### config.mk
export PLATFORM = sky130hd
export DESIGN_NAME = pcwp_queue
export DESIGN_NICKNAME = d
export VERILOG_FILES = /design/src/sv/pcwp_queue.sv
export SDC_FILE = /design/constraint.sdc
export NUM_CORES = 1
export LEC_CHECK = 0
export CORE_AREA = 2 2 60 62
export DETAILED_ROUTE_END_ITERATION = 10
export DIE_AREA = 0 0 62 64
export DONT_BUFFER_PORTS = 1
export HOLD_SLACK_MARGIN = 0.08
export PLACE_DENSITY = 0.6
export SYNTH_ARGS = -nofsm -noshare
export SYNTH_HDL_FRONTEND = slang
export SYNTH_SLANG_ARGS = --single-unit
### constraint.sdc
create_clock -name clk -period 3.6 [get_ports clk]
set_clock_uncertainty 0.2 [all_clocks]
set_input_delay 0.72 -clock clk [delete_from_list [all_inputs] [get_ports clk]]
set_output_delay 0.72 -clock clk [all_outputs]
set_load 0.01 [all_outputs]
### src/sv/pcwp_queue.sv
// ----------------------------------------------------------------------------
// pcwp_queue
// Small register FIFO of wall jobs between front and back.
// ----------------------------------------------------------------------------
`default_nettype none
module pcwp_queue #(
	parameter int DATA_W = 8,
	parameter int DEPTH  = 4
) (
	input  wire logic              clk,
	input  wire logic              arst_n,
	input  wire logic              push,
	input  wire logic [DATA_W-1:0] push_data,
	input  wire logic              pop,
	output logic [DATA_W-1:0]      pop_data,
	output logic                   full,
	output logic                   empty
);
	localparam int PTR_W = (DEPTH > 1) ? $clog2(DEPTH) : 1;
	localparam int CNT_W = $clog2(DEPTH + 1);

	logic [DATA_W-1:0] mem_q [DEPTH];
	logic [PTR_W-1:0]  wr_q, rd_q;
	logic [CNT_W-1:0]  cnt_q;

	assign full     = (cnt_q == CNT_W'(DEPTH));
	assign empty    = (cnt_q == '0);
	assign pop_data = mem_q[rd_q];

	always_ff @(posedge clk) begin
		if (push) mem_q[wr_q] <= push_data;
	end

	always_ff @(posedge clk or negedge arst_n) begin
		if (!arst_n) begin
			wr_q  <= '0;
			rd_q  <= '0;
			cnt_q <= '0;
		end else begin
			if (push) wr_q <= (wr_q == PTR_W'(DEPTH - 1)) ? '0 : wr_q + 1'b1;
			if (pop) rd_q <= (rd_q == PTR_W'(DEPTH - 1)) ? '0 : rd_q + 1'b1;
			if (push && !pop) cnt_q <= cnt_q + 1'b1;
			else if (pop && !push) cnt_q <= cnt_q - 1'b1;
		end
	end
endmodule
`default_nettype wire

# Yosys cells after proc, flatten, opt, wreduce, memory -nomap -nowiden
# Memory sizes are Yosys's and may differ from the RTL's.
# Index checks and enable logic that the tools add are counted.
[classes]
n_addsub = 4
mul = 0
n_div = 0
order_cmp = 0
n_eq_ne = 3
shift = 0
mux = 6
bitwise = 0
reduce_logical = 6
[ops]
columns = ["op", "n"]
rows = [
  ["$mux 3", 2],
  ["$add 2x1->2 const B", 2],
  ["$eq 2x2->1 const B", 2],
  ["$mux 2", 2],
  ["$add 3x1->3 const B", 1],
  ["$eq 3x3->1 const B", 1],
  ["$logic_not 3->1", 1],
  ["$sub 3x1->3 const B", 1],
  ["$logic_and 1x1->1", 2],
  ["$logic_not 1->1", 2],
  ["$mux 1", 2],
  ["$reduce_bool 2->1", 1],
]
[word_totals]
register_bits = 7
latchBits = 0
ramBits = 32
mem_bits_ro = 0
inputBits = 12
out_inout_bits = 10
elab_cells = 23
memories = 1
[mem_list]
columns = ["memory", "depth", "width", "read_ports", "rd_clocked_by_memory_dff", "write_ports", "line_no", "rtl"]
rows = [
  ["mem_q", 4, 8, 1, 0, 1, "22", "logic [DATA_W-1:0] mem_q [DEPTH];"],
]

# Logic depth before layout (Yosys ltp)
# Gate-level depths: netlist (run 1).
[logic_depth]
depth_word = 4
ltp_mapped = 7
depth_no_buf = 7

# Worst setup path after synthesis (run 1)
# Ideal clock, no wire load.
[synth_path]
kind = "input-to-reg"
startpoint = "in pop"
endpoint = "reg cnt_q[2]"
arrival_time_ns = 1.706
t_required_ns = 3.321
setup_slack_ns = 1.615
cell_stages = 7
n_path_buf = 0
cell_sequence = "inv_1 ha_1 inv_1 fa_1 xor2_1 nor2_1 xor2_1"
[synth_between]
elab_chain_cells = 3
elab_cells_between_ends = 5
classes_between = "mux (1); reduce/logical (4)"
[synth_lines]
columns = ["element", "line_no", "rtl"]
rows = [
  ["start, declared", "14", "input wire logic pop,"],
  ["$logic_not 1->1", "42", "if (push && !pop) cnt_q <= cnt_q + 1'b1;"],
  ["$logic_and 1x1->1", "42", ""],
  ["$mux 3 / $reduce_bool 2->1 (equally long branches)", "--", ""],
  ["end signal, assigned", "42", ""],
  ["end signal, assigned", "43", "else if (pop && !push) cnt_q <= cnt_q - 1'b1;"],
  ["end, declared", "24", "logic [CNT_W-1:0] cnt_q;"],
]
# Parallel ways exist; a longest one is shown, timed or not.
# A chain may end at the register's enable or synchronous reset.

# Worst setup path after layout (run 1)
[layout_path]
startpoint = "reg rd_q[0]"
endpoint = "out pop_data[1]"
[layout_between]
elab_chain_cells = 1
[layout_lines]
columns = ["element", "line_no", "rtl"]
rows = [
  ["start, declared", "23", "logic [PTR_W-1:0] wr_q, rd_q;"],
  ["start signal, assigned", "41", "if (pop) rd_q <= (rd_q == PTR_W'(DEPTH - 1)) ? '0 : rd_q + 1'b1;"],
  ["$mem_v2 4x8", "--", ""],
  ["end, declared", "15", "output logic [DATA_W-1:0] pop_data,"],
]
# No other way between the ends.

==> results by group, run 1 <==
Status
  – Status: finished clean

Floorplanning
  – Initial Utilization: 47.8%
  – Die Y: roughly 64 um
  – Row cnt: 21
  – Core area: ~3300 um2
  – Die extent in x: about 62 um
  – Die area: 3970 um2
  – I/O Pins: 22

STA
  – Setup WS post-layout: between 900 and 1000 ps
  – Fin Setup TNS: 0 ps
  – Fmax: between 300 and 400 MHz
  – Worst Tran Pin Value: about 600 ps
  – Tcrit/Tclk final: 72.6%
  – Max-slew violations: 0
  – Crit path time final: ~2600 ps
  – Unrepaired setup endpoints after global routing: no
  – Final hold vios: 0
  – Rel. slew slack: 60.0%
  – # setup viols final: 0

Logic synthesis
  – Simple-Gate Fraction of Synth Area: approximately 3.4%
  – Top cell type's share of synthesized area: between 60 and 70%
  – Adder-Cell Fraction of Synth Area: 6.06%
  – Mux contribution to synthesized area: ~14%
  – Post-Syn Area: about 1600 um2
  – Post-synthesis async set-or-reset flop share: between 10% and 20%
  – Main combinational cell family by area after synthesis: multiplexers
  – Synthesized flop and latch total: 39
  – Mean post-synth cell area: 19.9 um2
  – Synth Area in Compound Gates: less than 1%
  – Synth Flop Type: edfxtp_1
  – Syn nets: between 90 and 100
  – Synth top area cells: edfxtp_1 (61%), mux4_2 (11%), dfrtp_1 (11%)
  – Xor/xnor share of the synthesized area: between 1.5 and 2%
  – Synth area leader: edfxtp_1
  – Most instantiated library cell after synthesis: edfxtp_1
  – Yosys Warn Count: 0
  – Seq/Total Area, Yosys: 72.4%
  – Number of synthesized flops with an enable pin: 32
  – Syn Inst Count: 79
  – Post-synth top cells: edfxtp_1 (32), mux4_2 (8), dfrtp_1 (7)
  – Synth cell types: 18

Critical path
  – Slowest CP cell: dfrtp_1
  – Worst setup SP type: flop
  – Worst path cell trace: mux4_2
  – Worst setup EP type: primary output
  – CP arrival: approximately 1700 ps
  – WP buf/inv: 0
  – CP max stage delay: ~740 ps
  – Top cell family by delay on the critical path: flip-flops
  – CP Class: flop to primary output
  – Crit path max fanout: 11
  – Required @ worst endpoint: 2680 ps

Detailed routing
  – Via/cell ratio: 4.99
  – DRC: 0
  – Final wirelength: 2100 um
  – Average routed wire per standard cell: approximately 16 um
  – Iteration-0 DRC count of the detailed router: 26
  – Vias: about 660
  – TritonRoute pass-1 iters: 4
  – Post-DRT Antenna Nets: 0

GRT
  – Initial antenna violation count: 0
  – Largest net degree at the start of global routing: 14
  – First-pass GRT wire length: 3660 um
  – Vias in the first global route: approximately 740
  – GRT Overall Usage: 13.2%
  – Total grt overflow: 0

Layout
  – Final net count: approximately 100
  – Sequential cell area: between 1000 and 1500 um2
  – Area grow syn2layout: 8.45%
  – N_diodes: 0
  – Footprint of the multi-input gates: 399 um2
  – FILL cells: 270
  – Layout cells sized above 1: around 22%

Clock network
  – Max H-tree Level: 2
  – CTS clk-pin slew, worst paths: roughly 110 ps
  – Cts bufs inserted: 5
  – CTS max path bufs: 2
  – CTS tree: done
  – Clock sink total: 39
  – Worst-Skew Late Latency: 330 ps
  – Root Driver: clkbuf_4
  – Postcts setup bufs: 0

Flow run
  – Max Cap Violations: 0

Power
  – Leak pwr: 0.597 nW
  – Power Density: about 740 nW/um2
  – Peak supply drop: about 0.45 mV

Placement
  – PortBufs: 0
  – DP HPWL: about 1500 um
  – Post-place setup slack: 1300 ps
  – Gpl congestion: roughly 0.67

Min path
  – Tightest Hold Check Type: primary input to flop
final cells by class:
cell class | instances | share of cell area (%)
clock buffer | 5 | 2.20
clock inverter | 3 | 2.57
inverter | 5 | 1.10
multi-input combinational | 33 | 23.4
sequential | 39 | 66.7
tap | 46 | 3.38
timing repair buffer | 1 | 0.588
flip-flops by register name, summed over array words and instances, names as in the netlist:
| name | count |
|---|---|
| mem_q | 32 |
| wr_q | 2 |
| cnt_q | 3 |
| rd_q | 2 |
path summary, 6_finish.rpt:
path | startpoint | end | slack, ps | depth (start not counted)
worst max-delay path | rd_q[0]$_DFFE_PN0P_ | pop_data[1] | 990 | 1
max in group asynchronous | arst_n | wr_q[0]$_DFFE_PN0P_ | 2450 | 1
worst max register to register | rd_q[0]$_DFFE_PN0P_ | rd_q[1]$_DFFE_PN0P_ | 1960 | 2
worst min-delay path | push | wr_q[1]$_DFFE_PN0P_ | 270 | 1
worst min register to register | cnt_q[2]$_DFFE_PN0P_ | cnt_q[2]$_DFFE_PN0P_ | 300 | 1
min in group asynchronous | arst_n | cnt_q[0]$_DFFE_PN0P_ | 510 | 1
report_power, final:
group	switching [mW]	internal, mW	total (mW)
clock network	0.137	0.146	0.283
registers	0.0916	0.593	0.684
logic	0.139	0.156	0.295
total	0.367	0.895	1.26
cells in the final DEF, fill, tap and decap left out:
master         Yosys  routed
nor2_1             2       2
nor3_1             1       1
nor3b_1            1       1
clkinv_2           0       1
edfxtp_1          32      32
and2_1             4       4
clkbuf_4           0       5
mux4_2             8       8
dlygate4sd3_1      0       1
xnor2_1            1       1
fa_1               1       1
nand2_1            1       1
mux2_2             3       3
clkinv_4           0       1
inv_1              5       5
bufinv_16          0       1
o21ai_0            2       2
dfrtp_1            7       7
ha_1               6       6
nand3_1            1       1
xor2_1             2       2
metal layers:
| layer | vias up | routed length (um) | global-route usage (%) |
|---|---|---|---|
| met3 | 2 | 129 | 5.47 |
| met1 | 328 | 853 | 16.6 |
| li1 | 312 | - | - |
| met4 | 0 | 24 | 5.59 |
| met2 | 17 | 1100 | 19.9 |
| met5 | - | 0 | 0 |
stage by stage:
| stage | instance area [um2] | hold WS, ps | instances | power, mW | util (%) |
|---|---|---|---|---|---|
| finish | 1700 | 272 | 132 | 1.26 | 51.8 |
| global route | 1700 | 241 | 132 | 1.35 | 51.8 |
| CTS | 1700 | 251 | 132 | 1.29 | 51.8 |
| detailed placement | 1610 | 225 | 123 | 1.00 | 49.1 |
| global placement | 1610 | 225 | 123 | 0.992 | 49.1 |
| floorplan | 1570 | 224 | 79 | 0.948 | - |
what timing repair did:
item | 4_1_cts | 5_1_grt
gates resized for setup | 0 | 0
hold buffers | 1 | 0
endpoints found under the hold margin | 7 | 0
kinds of logic after synthesis:
group / Yosys count
buffers and inverters: 7
DFF: 39
and+or+nand+nor: 10
adders and majority gates: 7
xor gates and xnor gates: 3
muxes: 11
AOI/OAI and AO/OA: 2
(Power assumes the default switching activity.)
==> inputs of run 2 (changes only) <==
--- a/config.mk
+++ b/config.mk
@@ -10,7 +10,7 @@
 export DIE_AREA = 0 0 62 64
 export DONT_BUFFER_PORTS = 1
 export HOLD_SLACK_MARGIN = 0.08
-export PLACE_DENSITY = 0.6
+export PLACE_DENSITY = 0.63
 export SYNTH_ARGS = -nofsm -noshare
 export SYNTH_HDL_FRONTEND = slang
 export SYNTH_SLANG_ARGS = --single-unit
==> constraint.sdc (replaced) <==
create_clock -name clk -period 2.2 [get_ports clk]
set_clock_uncertainty 0.2 [all_clocks]
set_input_delay 0.44 -clock clk [delete_from_list [all_inputs] [get_ports clk]]
set_output_delay 0.44 -clock clk [all_outputs]
set_load 0.01 [all_outputs]
==> run 2 against run 1 <==
- count of clock-buffer cells in the layout unchanged
- final cell count increased by 7.6%
- largest cell class unchanged
- non-clock buffer count increased by 10
- routed wire length increased by 4.3%
- highest routed layer unchanged
- register-to-register slack got worse by 1400 ps
- clock power increased by 58%
==> results by group, run 2 (synthesis results as in run 1) <==
Critical path
  – Setup slack, reg-to-reg: 580 ps (-1380 ps)
  – Slowest CP cell: mux4_2
  – WP buf/inv: 0 (unchanged)
  – Crit path max fanout: 11 (unchanged)
  – Worst setup SP type: flop
  – Top cell family by delay on the critical path: multiplexers
  – CP startpoint: rd_q[0]$_DFFE_PN0P_
  – CP arrival: 1460 ps (-230 ps)
  – Reg-to-Reg Start: wr_q[0]$_DFFE_PN0P_
  – CP max stage delay: 580 ps (-160 ps)
  – Worst setup EP type: primary output
  – CP Class: flop to primary output
  – Required @ worst endpoint: 1560 ps (-1120 ps)
  – Worst path cell trace: mux4_2

Floorplanning
  – Die area: 3970 um2 (unchanged)
  – Initial Utilization: 47.8% (unchanged)
  – Row cnt: 21 (unchanged)
  – Die Y: 64 um (unchanged)
  – Core area: 3280 um2 (unchanged)
  – Die extent in x: 62 um (unchanged)
  – I/O Pins: 22 (unchanged)

STA
  – Fin Setup TNS: 0 ps (unchanged)
  – Final hold vios: 0 (unchanged)
  – # setup viols final: 0 (unchanged)
  – Crit path time final: roughly 2100 ps
  – Rel. slew slack: 71.4% (+11 points)
  – Tcrit/Tclk final: 95.7%
  – Worst Tran Pin Value: 428 ps (-172 ps)
  – Fmax: 475 MHz
  – Unrepaired setup endpoints after global routing: no
  – Max-slew violations: 0 (unchanged)

Clock network
  – CTS tree: done
  – Clock sink total: 39 (unchanged)
  – Worst-Skew Late Latency: 330 ps (about the same)
  – Root Driver: clkbuf_4
  – Postcts setup bufs: 0 (unchanged)
  – CTS max path bufs: 2 (unchanged)
  – CTS clk-pin slew, worst paths: 100 ps (about the same)
  – Cts bufs inserted: 5 (unchanged)
  – Max H-tree Level: 2 (unchanged)

Layout
  – Sequential cell area: 1140 um2 (+0.33%)
  – N_diodes: 0 (unchanged)
  – Max FFs per register: 32 (unchanged)
  – Commonest non-fill, non-tap cell in the layout: edfxtp_1
  – Footprint of the multi-input gates: 399 um2 (unchanged)
  – Layout cells sized above 1: 19.8% (-2.3 points)
  – Final net count: 114 (+9.6%)
  – Post-route cell area: 1800 um2 (+5.8%)
  – Biggest register: mem_q
  – Area grow syn2layout: 14.7%
  – Final cell count without fillers: 142 (+7.6%)
  – Biggest registers after layout: mem_q x32, cnt_q x3
  – Leading cell types in the layout, fill and taps excluded: edfxtp_1 (32), dlygate4sd3_1 (11), mux4_2 (8)
  – FILL cells: 258 (-4.4%)
  – Final core utilization: 54.9% (+3.0 points)

Placement
  – DP HPWL: 1470 um (-0.70%)
  – Placed Area: 1610 um2 (unchanged)
  – Cell count after placement: 123 (unchanged)
  – PortBufs: 0 (unchanged)
  – Gpl congestion: 0.660 (-0.81%)

Flow run
  – Max Cap Violations: 0 (unchanged)

Detailed routing
  – Via/cell ratio: 4.92 (-1.5%)
  – DRC: 0 (unchanged)
  – Average routed wire per standard cell: 15.4 um (-3.1%)
  – TritonRoute pass-1 iters: 4 (unchanged)
  – Iteration-0 DRC count of the detailed router: 16 (-38%)
  – Final wirelength: 2190 um (+4.3%)
  – Post-DRT Antenna Nets: 0 (unchanged)
  – Vias: 698 (+5.9%)

Status
  – Status: finished clean

Power
  – Peak supply drop: 0.584 mV (+31%)
  – Power Density: 1160 nW/um2 (+56%)
  – Leak pwr: 0.635 nW (+6.4%)
  – Pwr Total: 2.08 mW (+65%)

GRT
  – Largest net degree at the start of global routing: 13 (-1)
  – Total grt overflow: 0 (unchanged)
  – Initial antenna violation count: 0 (unchanged)
  – First-pass GRT wire length: 3640 um (-0.55%)
  – GRT Overall Usage: 13.9% (+0.67 points)
  – Vias in the first global route: 743 (+1.1%)

Min path
  – Hold wc startpoint: push
  – Tightest Hold Check Type: primary input to flop
==> run 2: changes by cell type in the layout (fill, tap and decap cells not counted), sizes merged <==
cell and change:
dlygate4sd3 +10
==> run 2: through the flow <==
step / hold slack (ps) / worst slack, ps
final: 191 / 95.4
after global routing: 193 / 6.04
after CTS: 173 / 47.2
after detailed placement: -55.4 / 166
after global placement: -55.4 / 193
after floorplan: -55.6 / 495
==> run 2: repair_timing <==
action	4_1_cts	5_1_grt
endpoints found under the setup margin	8	0
gates resized for setup	2	0
hold buffers	11	0
hold endpoints to repair	43	0
==> run 2: worst paths after layout <==
kind,end,cells past startpoint
max,pop_data[5],1
min,cnt_q[0]$_DFFE_PN0P_,2
min reg2reg,cnt_q[2]$_DFFE_PN0P_,1
max in group asynchronous,rd_q[0]$_DFFE_PN0P_,1
max reg2reg,mem_q[0][6]$_DFFE_PP_,3
min in group asynchronous,wr_q[1]$_DFFE_PN0P_,1
==> run 2: layout make-up <==
cell class | count | area share [%]
Inverter | 5 | 1.04
Tap cell | 46 | 3.19
Sequential cell | 39 | 63.3
Clock inverter | 3 | 2.15
Multi-Input combinational cell | 33 | 22.2
Timing Repair Buffer | 11 | 6.11
Clock buffer | 5 | 2.08
==> run 2: where the power goes <==
| group | internal, mW | switching, mW |
|---|---|---|
| Clock | 0.234 | 0.213 |
| Sequential | 0.977 | 0.152 |
| Combinational | 0.269 | 0.238 |
==> run 2: layer usage <==
layer	vias up	share of wire, %	track usage [%]
met5	-	0	0
met4	0	0.73	6.38
met3	2	6.5	7.29
met2	20	53	21.4
met1	344	40	15.6
li1	332	-	-
