==> src/sv/pcwp_pkg.sv <==
// ----------------------------------------------------------------------------
// pcwp_pkg
// Shared constants, register indexes, configuration type and back-end states
// for the corridor wall point generator.
// ----------------------------------------------------------------------------
`default_nettype none
package pcwp_pkg;
	localparam int COORD_WIDTH_DEF = 32;
	localparam int STEP_MAX_DEF    = 1023;

	localparam int REG_WALL_SPAN   = 0;
	localparam int REG_SAMPLE_STEP = 1;

	localparam logic [30:0] WALL_SPAN_RESET   = 31'd131072;
	localparam logic [9:0]  SAMPLE_STEP_RESET = 10'd5;

	localparam int NORM_BIT   = 29;
	localparam int ROOT_ITERS = 32;
	localparam int DIV_ITERS  = 32;
	localparam int QUEUE_DEPTH = 4;

	typedef struct packed {
		logic [30:0] wall_span;
		logic [9:0]  sample_step;
	} cfg_t;

	typedef enum logic [3:0] {
		B_IDLE,
		B_NORM,
		B_SQX,
		B_SQY,
		B_SUM,
		B_ROOT,
		B_MULX,
		B_MULY,
		B_NUMY,
		B_DIV,
		B_LEFT,
		B_RIGHT
	} back_state_t;
endpackage
`default_nettype wire

==> src/sv/pcwp_if.sv <==
// ----------------------------------------------------------------------------
// pcwp_pose_if / pcwp_wall_if
// Valid/ready channels for path poses and wall points.
// ----------------------------------------------------------------------------
`default_nettype none
interface pcwp_pose_if #(parameter int COORD_WIDTH = 32);
	logic                          valid;
	logic                          ready;
	logic signed [COORD_WIDTH-1:0] pose_x;
	logic signed [COORD_WIDTH-1:0] pose_y;
	logic                          last_pose;
	modport source (output valid, pose_x, pose_y, last_pose, input ready);
	modport sink (input valid, pose_x, pose_y, last_pose, output ready);
endinterface

`default_nettype wire

==> src/sv/pcwp_front.sv <==
// ----------------------------------------------------------------------------
// pcwp_front
// Accepts poses, tracks sample state and issues nonzero wall jobs.
// ----------------------------------------------------------------------------
`default_nettype none
module pcwp_front #(
	parameter int COORD_WIDTH = 32,
	parameter int STEP_MAX    = 1023,
	parameter int JOB_W       = 1 + 4 * COORD_WIDTH + 2
) (
	input  wire logic          clk,
	input  wire logic          arst_n,
	input  wire pcwp_pkg::cfg_t cfg,
	pcwp_pose_if.sink          pose,
	input  wire logic          q_full,
	output logic               q_push,
	output logic [JOB_W-1:0]   q_data
);
	import pcwp_pkg::*;

	localparam int CW = COORD_WIDTH;
	localparam int SW = $clog2(STEP_MAX + 1);
	localparam int EW = ((SW > 10) ? SW : 10) + 1;
	localparam int PW = (STEP_MAX > 1) ? $clog2(STEP_MAX) : 1;

	logic signed [CW-1:0] sx_q, sy_q, ax_q, ay_q, vx_q, vy_q;
	logic [PW-1:0]        phase_q;
	logic                 have_s_q, have_a_q, have_p_q;
	logic [JOB_W-1:0]     pend_q;
	logic                 pend_v_q;

	logic                 acc, p0, last, a_ok, b_ok;
	logic signed [CW:0]   adx, ady, bdx, bdy;
	logic signed [CW-1:0] bpx, bpy, ex, ey;
	logic [JOB_W-1:0]     job_a, job_b;
	logic [EW-1:0]        step_eff, ph_inc;

	assign pose.ready = !pend_v_q && !q_full;
	assign acc  = pose.valid && pose.ready;
	assign p0   = (phase_q == '0);
	assign last = pose.last_pose;

	always_comb begin
		step_eff = EW'(cfg.sample_step);
		if (step_eff == '0) step_eff = EW'(1);
		if (step_eff > EW'(STEP_MAX)) step_eff = EW'(STEP_MAX);
		ph_inc = EW'(phase_q) + 1'b1;

		adx = {pose.pose_x[CW-1], pose.pose_x} - {sx_q[CW-1], sx_q};
		ady = {pose.pose_y[CW-1], pose.pose_y} - {sy_q[CW-1], sy_q};
		a_ok = p0 && have_s_q && ((adx != '0) || (ady != '0));

		ex = have_a_q ? ax_q : pose.pose_x;
		ey = have_a_q ? ay_q : pose.pose_y;
		if (p0) begin
			bpx = pose.pose_x;
			bpy = pose.pose_y;
			bdx = {pose.pose_x[CW-1], pose.pose_x} - {vx_q[CW-1], vx_q};
			bdy = {pose.pose_y[CW-1], pose.pose_y} - {vy_q[CW-1], vy_q};
			b_ok = last && have_p_q && ((bdx != '0) || (bdy != '0));
		end else begin
			bpx = sx_q;
			bpy = sy_q;
			bdx = {ex[CW-1], ex} - {sx_q[CW-1], sx_q};
			bdy = {ey[CW-1], ey} - {sy_q[CW-1], sy_q};
			b_ok = last && have_s_q && ((bdx != '0) || (bdy != '0));
		end
		job_a = {last && !b_ok, sx_q, sy_q, adx, ady};
		job_b = {1'b1, bpx, bpy, bdx, bdy};

		q_push = 1'b0;
		q_data = job_a;
		if (pend_v_q) begin
			q_push = !q_full;
			q_data = pend_q;
		end else if (acc) begin
			q_push = a_ok || b_ok;
			q_data = a_ok ? job_a : job_b;
		end
	end

	always_ff @(posedge clk) begin
		if (acc) begin
			if (p0) begin
				sx_q <= pose.pose_x;
				sy_q <= pose.pose_y;
			end else if (have_s_q && !have_a_q) begin
				ax_q <= pose.pose_x;
				ay_q <= pose.pose_y;
			end
			if (!last) begin
				vx_q <= pose.pose_x;
				vy_q <= pose.pose_y;
			end
			pend_q <= job_b;
		end
	end

	always_ff @(posedge clk or negedge arst_n) begin
		if (!arst_n) begin
			phase_q  <= '0;
			have_s_q <= 1'b0;
			have_a_q <= 1'b0;
			have_p_q <= 1'b0;
			pend_v_q <= 1'b0;
		end else begin
			if (pend_v_q && !q_full) pend_v_q <= 1'b0;
			if (acc) begin
				pend_v_q <= a_ok && b_ok;
				if (last) begin
					phase_q  <= '0;
					have_s_q <= 1'b0;
					have_a_q <= 1'b0;
					have_p_q <= 1'b0;
				end else begin
					if (p0) begin
						have_s_q <= 1'b1;
						have_a_q <= 1'b0;
					end else if (have_s_q) begin
						have_a_q <= 1'b1;
					end
					have_p_q <= 1'b1;
					phase_q  <= (ph_inc >= step_eff) ? '0 : PW'(ph_inc);
				end
			end
		end
	end
endmodule
`default_nettype wire

==> src/flat_wrapper.sv <==
// flat-port wrapper written by rule: the top's interface ports become plain ports
module pcwp_front_flat import pcwp_pkg::*;
#(
	parameter int COORD_WIDTH = 32,
	parameter int STEP_MAX    = 1023,
	parameter int JOB_W       = 1 + 4 * COORD_WIDTH + 2
)
  (clk, arst_n, cfg, q_full, q_push, q_data, pose_valid, pose_pose_x, pose_pose_y, pose_last_pose, pose_ready);
  pcwp_pose_if #(.COORD_WIDTH(COORD_WIDTH)) pose_i ();
  input  wire logic clk;
  input  wire logic arst_n;
  input  wire pcwp_pkg::cfg_t cfg;
  input  wire logic q_full;
  output logic q_push;
  output logic [JOB_W-1:0] q_data;
  input wire logic [$bits(pose_i.valid)-1:0] pose_valid;
  input wire logic [$bits(pose_i.pose_x)-1:0] pose_pose_x;
  input wire logic [$bits(pose_i.pose_y)-1:0] pose_pose_y;
  input wire logic [$bits(pose_i.last_pose)-1:0] pose_last_pose;
  output wire logic [$bits(pose_i.ready)-1:0] pose_ready;
  assign pose_i.valid = pose_valid;
  assign pose_i.pose_x = pose_pose_x;
  assign pose_i.pose_y = pose_pose_y;
  assign pose_i.last_pose = pose_last_pose;
  assign pose_ready = pose_i.ready;
  pcwp_front #(.COORD_WIDTH(COORD_WIDTH), .STEP_MAX(STEP_MAX), .JOB_W(JOB_W)) u_core (.clk(clk), .arst_n(arst_n), .cfg(cfg), .pose(pose_i), .q_full(q_full), .q_push(q_push), .q_data(q_data));
endmodule
==> config.mk <==
export PLATFORM = sky130hd
export DESIGN_NAME = pcwp_front_flat
export DESIGN_NICKNAME = d
export VERILOG_FILES = /design/src/sv/pcwp_pkg.sv /design/src/sv/pcwp_if.sv /design/src/sv/pcwp_front.sv /design/src/flat_wrapper.sv
export SDC_FILE = /design/constraint.sdc
export NUM_CORES = 1
export LEC_CHECK = 0
export BUFFER_PORTS_ARGS = -buffer_cell sky130_fd_sc_hd__clkbuf_2
export CAP_MARGIN = 20
export CORE_MARGIN = 2
export CORE_UTILIZATION = 55
export CTS_CLUSTER_SIZE = 24
export DETAILED_ROUTE_END_ITERATION = 12
export PLACE_DENSITY = 0.78
export SETUP_SLACK_MARGIN = 0.02
export SLEW_MARGIN = 20
export SYNTH_ARGS = -nofsm -noshare
export SYNTH_HDL_FRONTEND = slang
export SYNTH_SLANG_ARGS = --single-unit
==> constraint.sdc <==
create_clock -name clk -period 20 [get_ports clk]
set_clock_uncertainty 0.05 [all_clocks]
set_input_delay 1 -clock clk [delete_from_list [all_inputs] [get_ports clk]]
set_output_delay 1 -clock clk [all_outputs]
set_load 0.01 [all_outputs]
After elaboration in Yosys (flattened, before gate mapping)
Cells that the tools add are included.

Bits in registers: 336. Bits of input ports: 110. Output and inout port bits: 133.

Add/sub/neg operators: 7. Order comparisons: 2. Mux-type cells: 24. Bitwise gates (word level): 2. Reduce and logical (&&, ||, !) cells: 35.

Operators by type and width (count): $mux 131 (3); $reduce_bool 33->1 (6); $sub 32x32->33 (6); $mux 32 (4); $mux 33 (2); $mux 10 (3); $logic_not 10->1 (2); $logic_and 1x1->1 (12); $add 10x1->11 const B (1); $ge 11x11->1 (1); $mux 1 (11); $mux 11 (1); $gt 10x10->1 const B (1); $reduce_and 2->1 (3); $logic_not 1->1 (4); $logic_or 1x1->1 (4); $reduce_bool 2->1 (2); $reduce_and 3->1 (1); $reduce_bool 3->1 (1); $not 1->1 (2).

Longest topological paths before layout
Word-level depth: 11. Depth in mapped cells: 19.

Least setup slack after synthesis
Ideal clock, no wire load.

Path type: in2reg. From: input q_full. To: register u_core.ax_q[0] (enable). Library setup time: 565 ps. Data arrival time: 5969 ps. Path slack: 13417 ps. Cell stages on the path: 5. Cells stage by stage: nor2_1 nand2_1 inv_1 nand2_1 nor3_1.

Cells in the longest elaborated chain, start to end: 4.

Ends and longest elaborated chain: from (decl) (RTL line flat_wrapper.sv:13) `input wire logic q_full;`; $logic_not 1->1 (RTL line pcwp_front.sv:38) `assign pose.ready = !pend_v_q && !q_full;`; $logic_and 1x1->1 (RTL line pcwp_front.sv:38); $logic_and 1x1->1 (RTL line pcwp_front.sv:39) `assign acc = pose.valid && pose.ready;`; $reduce_and 3->1 (no line); to (signal assigned) (RTL line pcwp_front.sv:88) `ax_q <= pose.pose_x;`; to (decl) (RTL line pcwp_front.sv:26) `logic signed [CW-1:0] sx_q, sy_q, ax_q, ay_q, vx_q, vy_q;`.

No other way between the ends. A chain may end at the register's enable or synchronous reset.

Worst setup path after layout
From: input pose_pose_y[0]. To: output q_data[51].

Cells in the longest elaborated chain, start to end: 7.

Ends and longest elaborated chain: from (decl) (RTL line flat_wrapper.sv:18) `input wire logic [$bits(pose_i.pose_y)-1:0] pose_pose_y;`; $sub 32x32->33 (RTL line pcwp_front.sv:50) `ady = {pose.pose_y[CW-1], pose.pose_y} - {sy_q[CW-1], sy_q};`; $reduce_bool 33->1 (RTL line pcwp_front.sv:51) `a_ok = p0 && have_s_q && ((adx != '0) || (ady != '0));`; $logic_or 1x1->1 (RTL line pcwp_front.sv:51); $logic_and 1x1->1 (RTL line pcwp_front.sv:51); $mux 131 (RTL line pcwp_front.sv:78) `q_data = a_ok ? job_a : job_b;`; $mux 131 (RTL line pcwp_front.sv:76) `end else if (acc) begin`; $mux 131 (RTL line pcwp_front.sv:73) `if (pend_v_q) begin`; to (decl) (RTL line flat_wrapper.sv:15) `output logic [JOB_W-1:0] q_data;`.

No other way between the ends.

==> results_dict.tcl <==
set metrics [dict create \
    rsz_0062_raised_after_global_routing "false" \
    clock_tree.buffer_depth 3 \
    ratio_of_cells_with_drive_above_1_in_the_final_layout_pct 11.9 \
    drt-pass1-iter-count 8 \
    number_of_diodes_added_for_antenna_fixing 0 \
    post_drt_wl_per_cell_um 23.7 \
    tritoncts.num_buffers 35 \
    detailroute.wirelength.met3_um 7710 \
    drt-total-wl_um 88000 \
    cts_root_buf "sky130_fd_sc_hd__clkbuf_16" \
    met1_length_um 36600 \
    postLayoutCoreUtil_pct 61.6 \
    regArea_um2 8100 \
    setup_total_negative_slack_ns 0 \
    num_rows 77 \
    power_frac_comb_pct 58.0 \
    fmax_achieved_mhz 111 \
    mapped_nets 3283 \
    place.gp.congestion 0.999 \
    yosys_register_bits 272 \
    layout_min_cycle_time_ns 9.00 \
    pwr-share-clk_pct 18.5 \
    dieHeight_um 217 \
    cts_tree "done" \
    synth_flop_cell "sky130_fd_sc_hd__edfxtp_1" \
    layout.cells.most_common_list "sky130_fd_sc_hd__nand2_1, sky130_fd_sc_hd__o21ai_0, sky130_fd_sc_hd__a21oi_1" \
    power.static_leakage_nw 11.4 \
    top_layer "met4" \
    cts_hold_repair.buffers 0 \
    cp_top_family "simple AND/OR/NAND/NOR gates" \
    timing_max_transition_violations_final 0 \
    routed-via-count 24304 \
    most_frequent_standard_cell_in_the_layout_excluding_fill_and_tap_cells "sky130_fd_sc_hd__nand2_1" \
    portbufs 211 \
    data_arrival_time_at_the_worst_slack_endpoint_ns 7.95 \
    syn_area_um2 24900 \
    io_pins 243 \
    synthesis_warnings 0 \
    vdd_ir_drop_max_uv 74.7 \
    total_placed_instance_area_um2 26300 \
    post-route-cell-area_um2 27400 \
    number_of_enable_flip_flop_cells_after_synthesis 258 \
    syn_area_per_cell_um2 8.40 \
    post-route-worst-setup-slack_ns 11.00 \
    final-hold-violation-count 0 \
    die_width_um 217 \
    core_um2 44400 \
    placement.setup.worst_slack_ns 11.27 \
    power.density_nw_per_um2 122 \
    global_route_wire_length_before_repair_um 133000 \
    critPathRequiredTime_ns 18.95 \
    cts_resized 0 \
    drcViolationCount 0 \
    design_internal_power_mw 1.74 \
    antenna_violating_nets_post_route 0 \
    via_per_inst 6.55 \
    setup.worst_path.class "in -> out" \
    outcome "finished, final reports clean" \
    design.die.area_um2 46900 \
    number_of_antenna_violations_at_the_first_check_in_global_routing 1 \
    cts-htree-levels 2 \
    worstPathCellList "clkbuf_2, inv_1, ha_1, inv_1, fa_1, a211oi_1, o21ai_0, nand4_1, a21oi_1, xor2_1, a2111oi_1, nand4_1, or4_1, nor4_2, or2_2, buf_4, nor2_2, a221o_1, clkbuf_2" \
    power.sequential.fraction_pct 23.5 \
    met2_wire_len_um 39900 \
    place_hpwl_um 68300 \
    maximum_number_of_pins_on_one_net_before_global_route_repair 99 \
    post-cts-setup-buffer-count 0 \
    timing.hold.worst.class "in -> async" \
    vias_in_the_first_global_route 23230 \
    setup-violations-final 0 \
    tightestPinTransition_ns 1.07 \
    cells_after_synth 2957 \
    cp_slowest_stage_delay_ns 0.98 \
    net-switching-power_mw 1.60 \
    async_reset_ff_share_pct 5.15 \
    power.share.switching_pct 47.8 \
    initialDrtViolationCount 2969 \
    cp_slowest_cell "sky130_fd_sc_hd__a2111oi_1" \
    multi_input_area_um2 15500 \
    cap_viol_max_count 0 \
    clk_pin_slew_worst_paths_ns 0.06 \
    crit_path_max_fanout 54 \
    start_util_pct 56.0 \
    critical_path.n_buffers_inverters 5 \
    grtUsageTotal_pct 36.7 \
    maxSlewHeadroom_pct 28.4 \
    grt_overflow_total 0 \
    worstSetupEndpointType "output port" \
    num-nets-final 3420 \
    area_delta_synth_final_pct 10.1 \
    synth_cell_type_count 87 \
    clock-sinks 272 \
    synth-seq-area-share_pct 32.6 \
    final_min_period_over_clock_period_pct 45.0 \
    startpoint_type "input port" \
    worstSkewPairLatency_ns 0.57 \
    filler_cell_count 3923 \
]
-- registers in the layout (all words and copies together) (netlist names) --
name / count
u_core.have_a_q: 1
u_core.have_p_q: 1
u_core.phase_q: 10
u_core.ay_q: 32
u_core.vx_q: 32
u_core.sy_q: 31
u_core.have_s_q: 1
u_core.pend_v_q: 1
u_core.vy_q: 32
u_core.ax_q: 32
u_core.sx_q: 32
u_core.pend_q: 67
-- area by class of cell --
type                    count  area share (%)
clock buffers              45            3.57
clock inverters            17           0.393
inverters                 191            2.64
multi-input cells        2368            56.8
flip-flops and latches    272            29.6
well taps                 592            2.71
repair buffers            226            4.30
-- cells in the mapped netlist (15+ instances only) --
| library cell | instances | area (um^2) |
|---|---|---|
| sky130_fd_sc_hd__inv_1 | 191 | 717 |
| sky130_fd_sc_hd__buf_2 | 19 | 95.1 |
| sky130_fd_sc_hd__ha_1 | 210 | 2630 |
| sky130_fd_sc_hd__or3_1 | 29 | 181 |
| sky130_fd_sc_hd__nand2_1 | 383 | 1440 |
| sky130_fd_sc_hd__nand2b_1 | 21 | 131 |
| sky130_fd_sc_hd__nand3_1 | 59 | 295 |
| sky130_fd_sc_hd__a221o_1 | 18 | 180 |
| sky130_fd_sc_hd__nor3_1 | 51 | 255 |
| sky130_fd_sc_hd__nor2b_1 | 27 | 169 |
| sky130_fd_sc_hd__o21ai_0 | 282 | 1410 |
| sky130_fd_sc_hd__nor2_1 | 195 | 732 |
| sky130_fd_sc_hd__nor4_1 | 21 | 131 |
| sky130_fd_sc_hd__a2111oi_0 | 15 | 131 |
| sky130_fd_sc_hd__and3_1 | 26 | 163 |
| sky130_fd_sc_hd__xnor2_1 | 84 | 736 |
| sky130_fd_sc_hd__clkbuf_1 | 99 | 372 |
| sky130_fd_sc_hd__o2111ai_1 | 15 | 131 |
| sky130_fd_sc_hd__a211oi_1 | 32 | 240 |
| sky130_fd_sc_hd__o31ai_1 | 18 | 135 |
| sky130_fd_sc_hd__a21oi_1 | 282 | 1410 |
| sky130_fd_sc_hd__xor2_1 | 65 | 569 |
| sky130_fd_sc_hd__and2_1 | 26 | 163 |
| sky130_fd_sc_hd__a31oi_1 | 20 | 125 |
| sky130_fd_sc_hd__nand4_1 | 55 | 344 |
| sky130_fd_sc_hd__o211ai_1 | 32 | 240 |
| sky130_fd_sc_hd__a22oi_1 | 40 | 300 |
| sky130_fd_sc_hd__edfxtp_1 | 258 | 7750 |
| sky130_fd_sc_hd__o21a_1 | 40 | 300 |
| sky130_fd_sc_hd__a21o_1 | 70 | 526 |
| sky130_fd_sc_hd__mux2_2 | 65 | 732 |
-- per-stage QoR --
step / hold WS, ns / std cells / power (mW)
after global placement: 0.414 / 3648 / 2.63
after detailed placement: 0.421 / 3648 / 2.67
after global routing: 0.312 / 3711 / 3.52
final: 0.302 / 3711 / 3.34
after CTS: 0.298 / 3710 / 3.29
after floorplan: 0.400 / 2957 / 2.03
-- power groups by stage --
| stage | registers, mW | logic, mW | clock network (mW) |
|---|---|---|---|
| floorplan | 0.774 | 1.25 | 0 |
| global placement | 0.792 | 1.84 | 0 |
| detailed placement | 0.795 | 1.87 | 0 |
| CTS | 0.784 | 1.88 | 0.622 |
| global route | 0.792 | 2.09 | 0.641 |
| finish | 0.785 | 1.94 | 0.618 |
-- worst reg2reg max path: stages, from the launching register on --
cell and delay, ns:
sky130_fd_sc_hd__dfrtp_2 0.97, sky130_fd_sc_hd__buf_4 0.60, sky130_fd_sc_hd__mux2_2 0.43, sky130_fd_sc_hd__ha_1 0.48
sky130_fd_sc_hd__and4_1 0.30, sky130_fd_sc_hd__nand3_1 0.16, sky130_fd_sc_hd__a2111oi_0 0.85, sky130_fd_sc_hd__a211oi_1 0.31
sky130_fd_sc_hd__o21ai_0 0.55, sky130_fd_sc_hd__a21oi_1 0.25, sky130_fd_sc_hd__a311oi_1 0.43, sky130_fd_sc_hd__nor4bb_1 0.42
sky130_fd_sc_hd__o2111ai_1 0.23, sky130_fd_sc_hd__a31oi_1 0.46, sky130_fd_sc_hd__o31ai_1 0.16
-- per-layer routing --
layer	up-vias	global-route usage (%)
met5	-	0
met1	11635	49.3
met3	202	5.59
li1	11256	-
met2	1211	59.4
met4	0	15.1
-- cell families after synthesis --
logic type                 synth area share (%)
xor gates and xnor gates                   5.25
buffers and inverters                      4.96
AOI/OAI and AO/OA                          24.8
adders and majority gates                  11.1
and+or+nand+nor                            17.9
muxes                                      3.47
DFF                                        32.6
-- worst paths after layout --
path	start	to	slack, ns	cells past startpoint
max	pose_pose_y[0]	q_data[51]	11.00	19
min	arst_n	u_core.pend_v_q	0.30	1
max reg2reg	u_core.have_a_q	u_core.pend_v_q	13.23	14
min reg2reg	u_core.have_p_q	u_core.have_p_q	0.43	1
max in group asynchronous	arst_n	u_core.have_a_q	19.27	1
min in group clk	u_core.have_p_q	u_core.have_p_q	0.43	1
No activity file was read; power rests on OpenSTA's default activity.
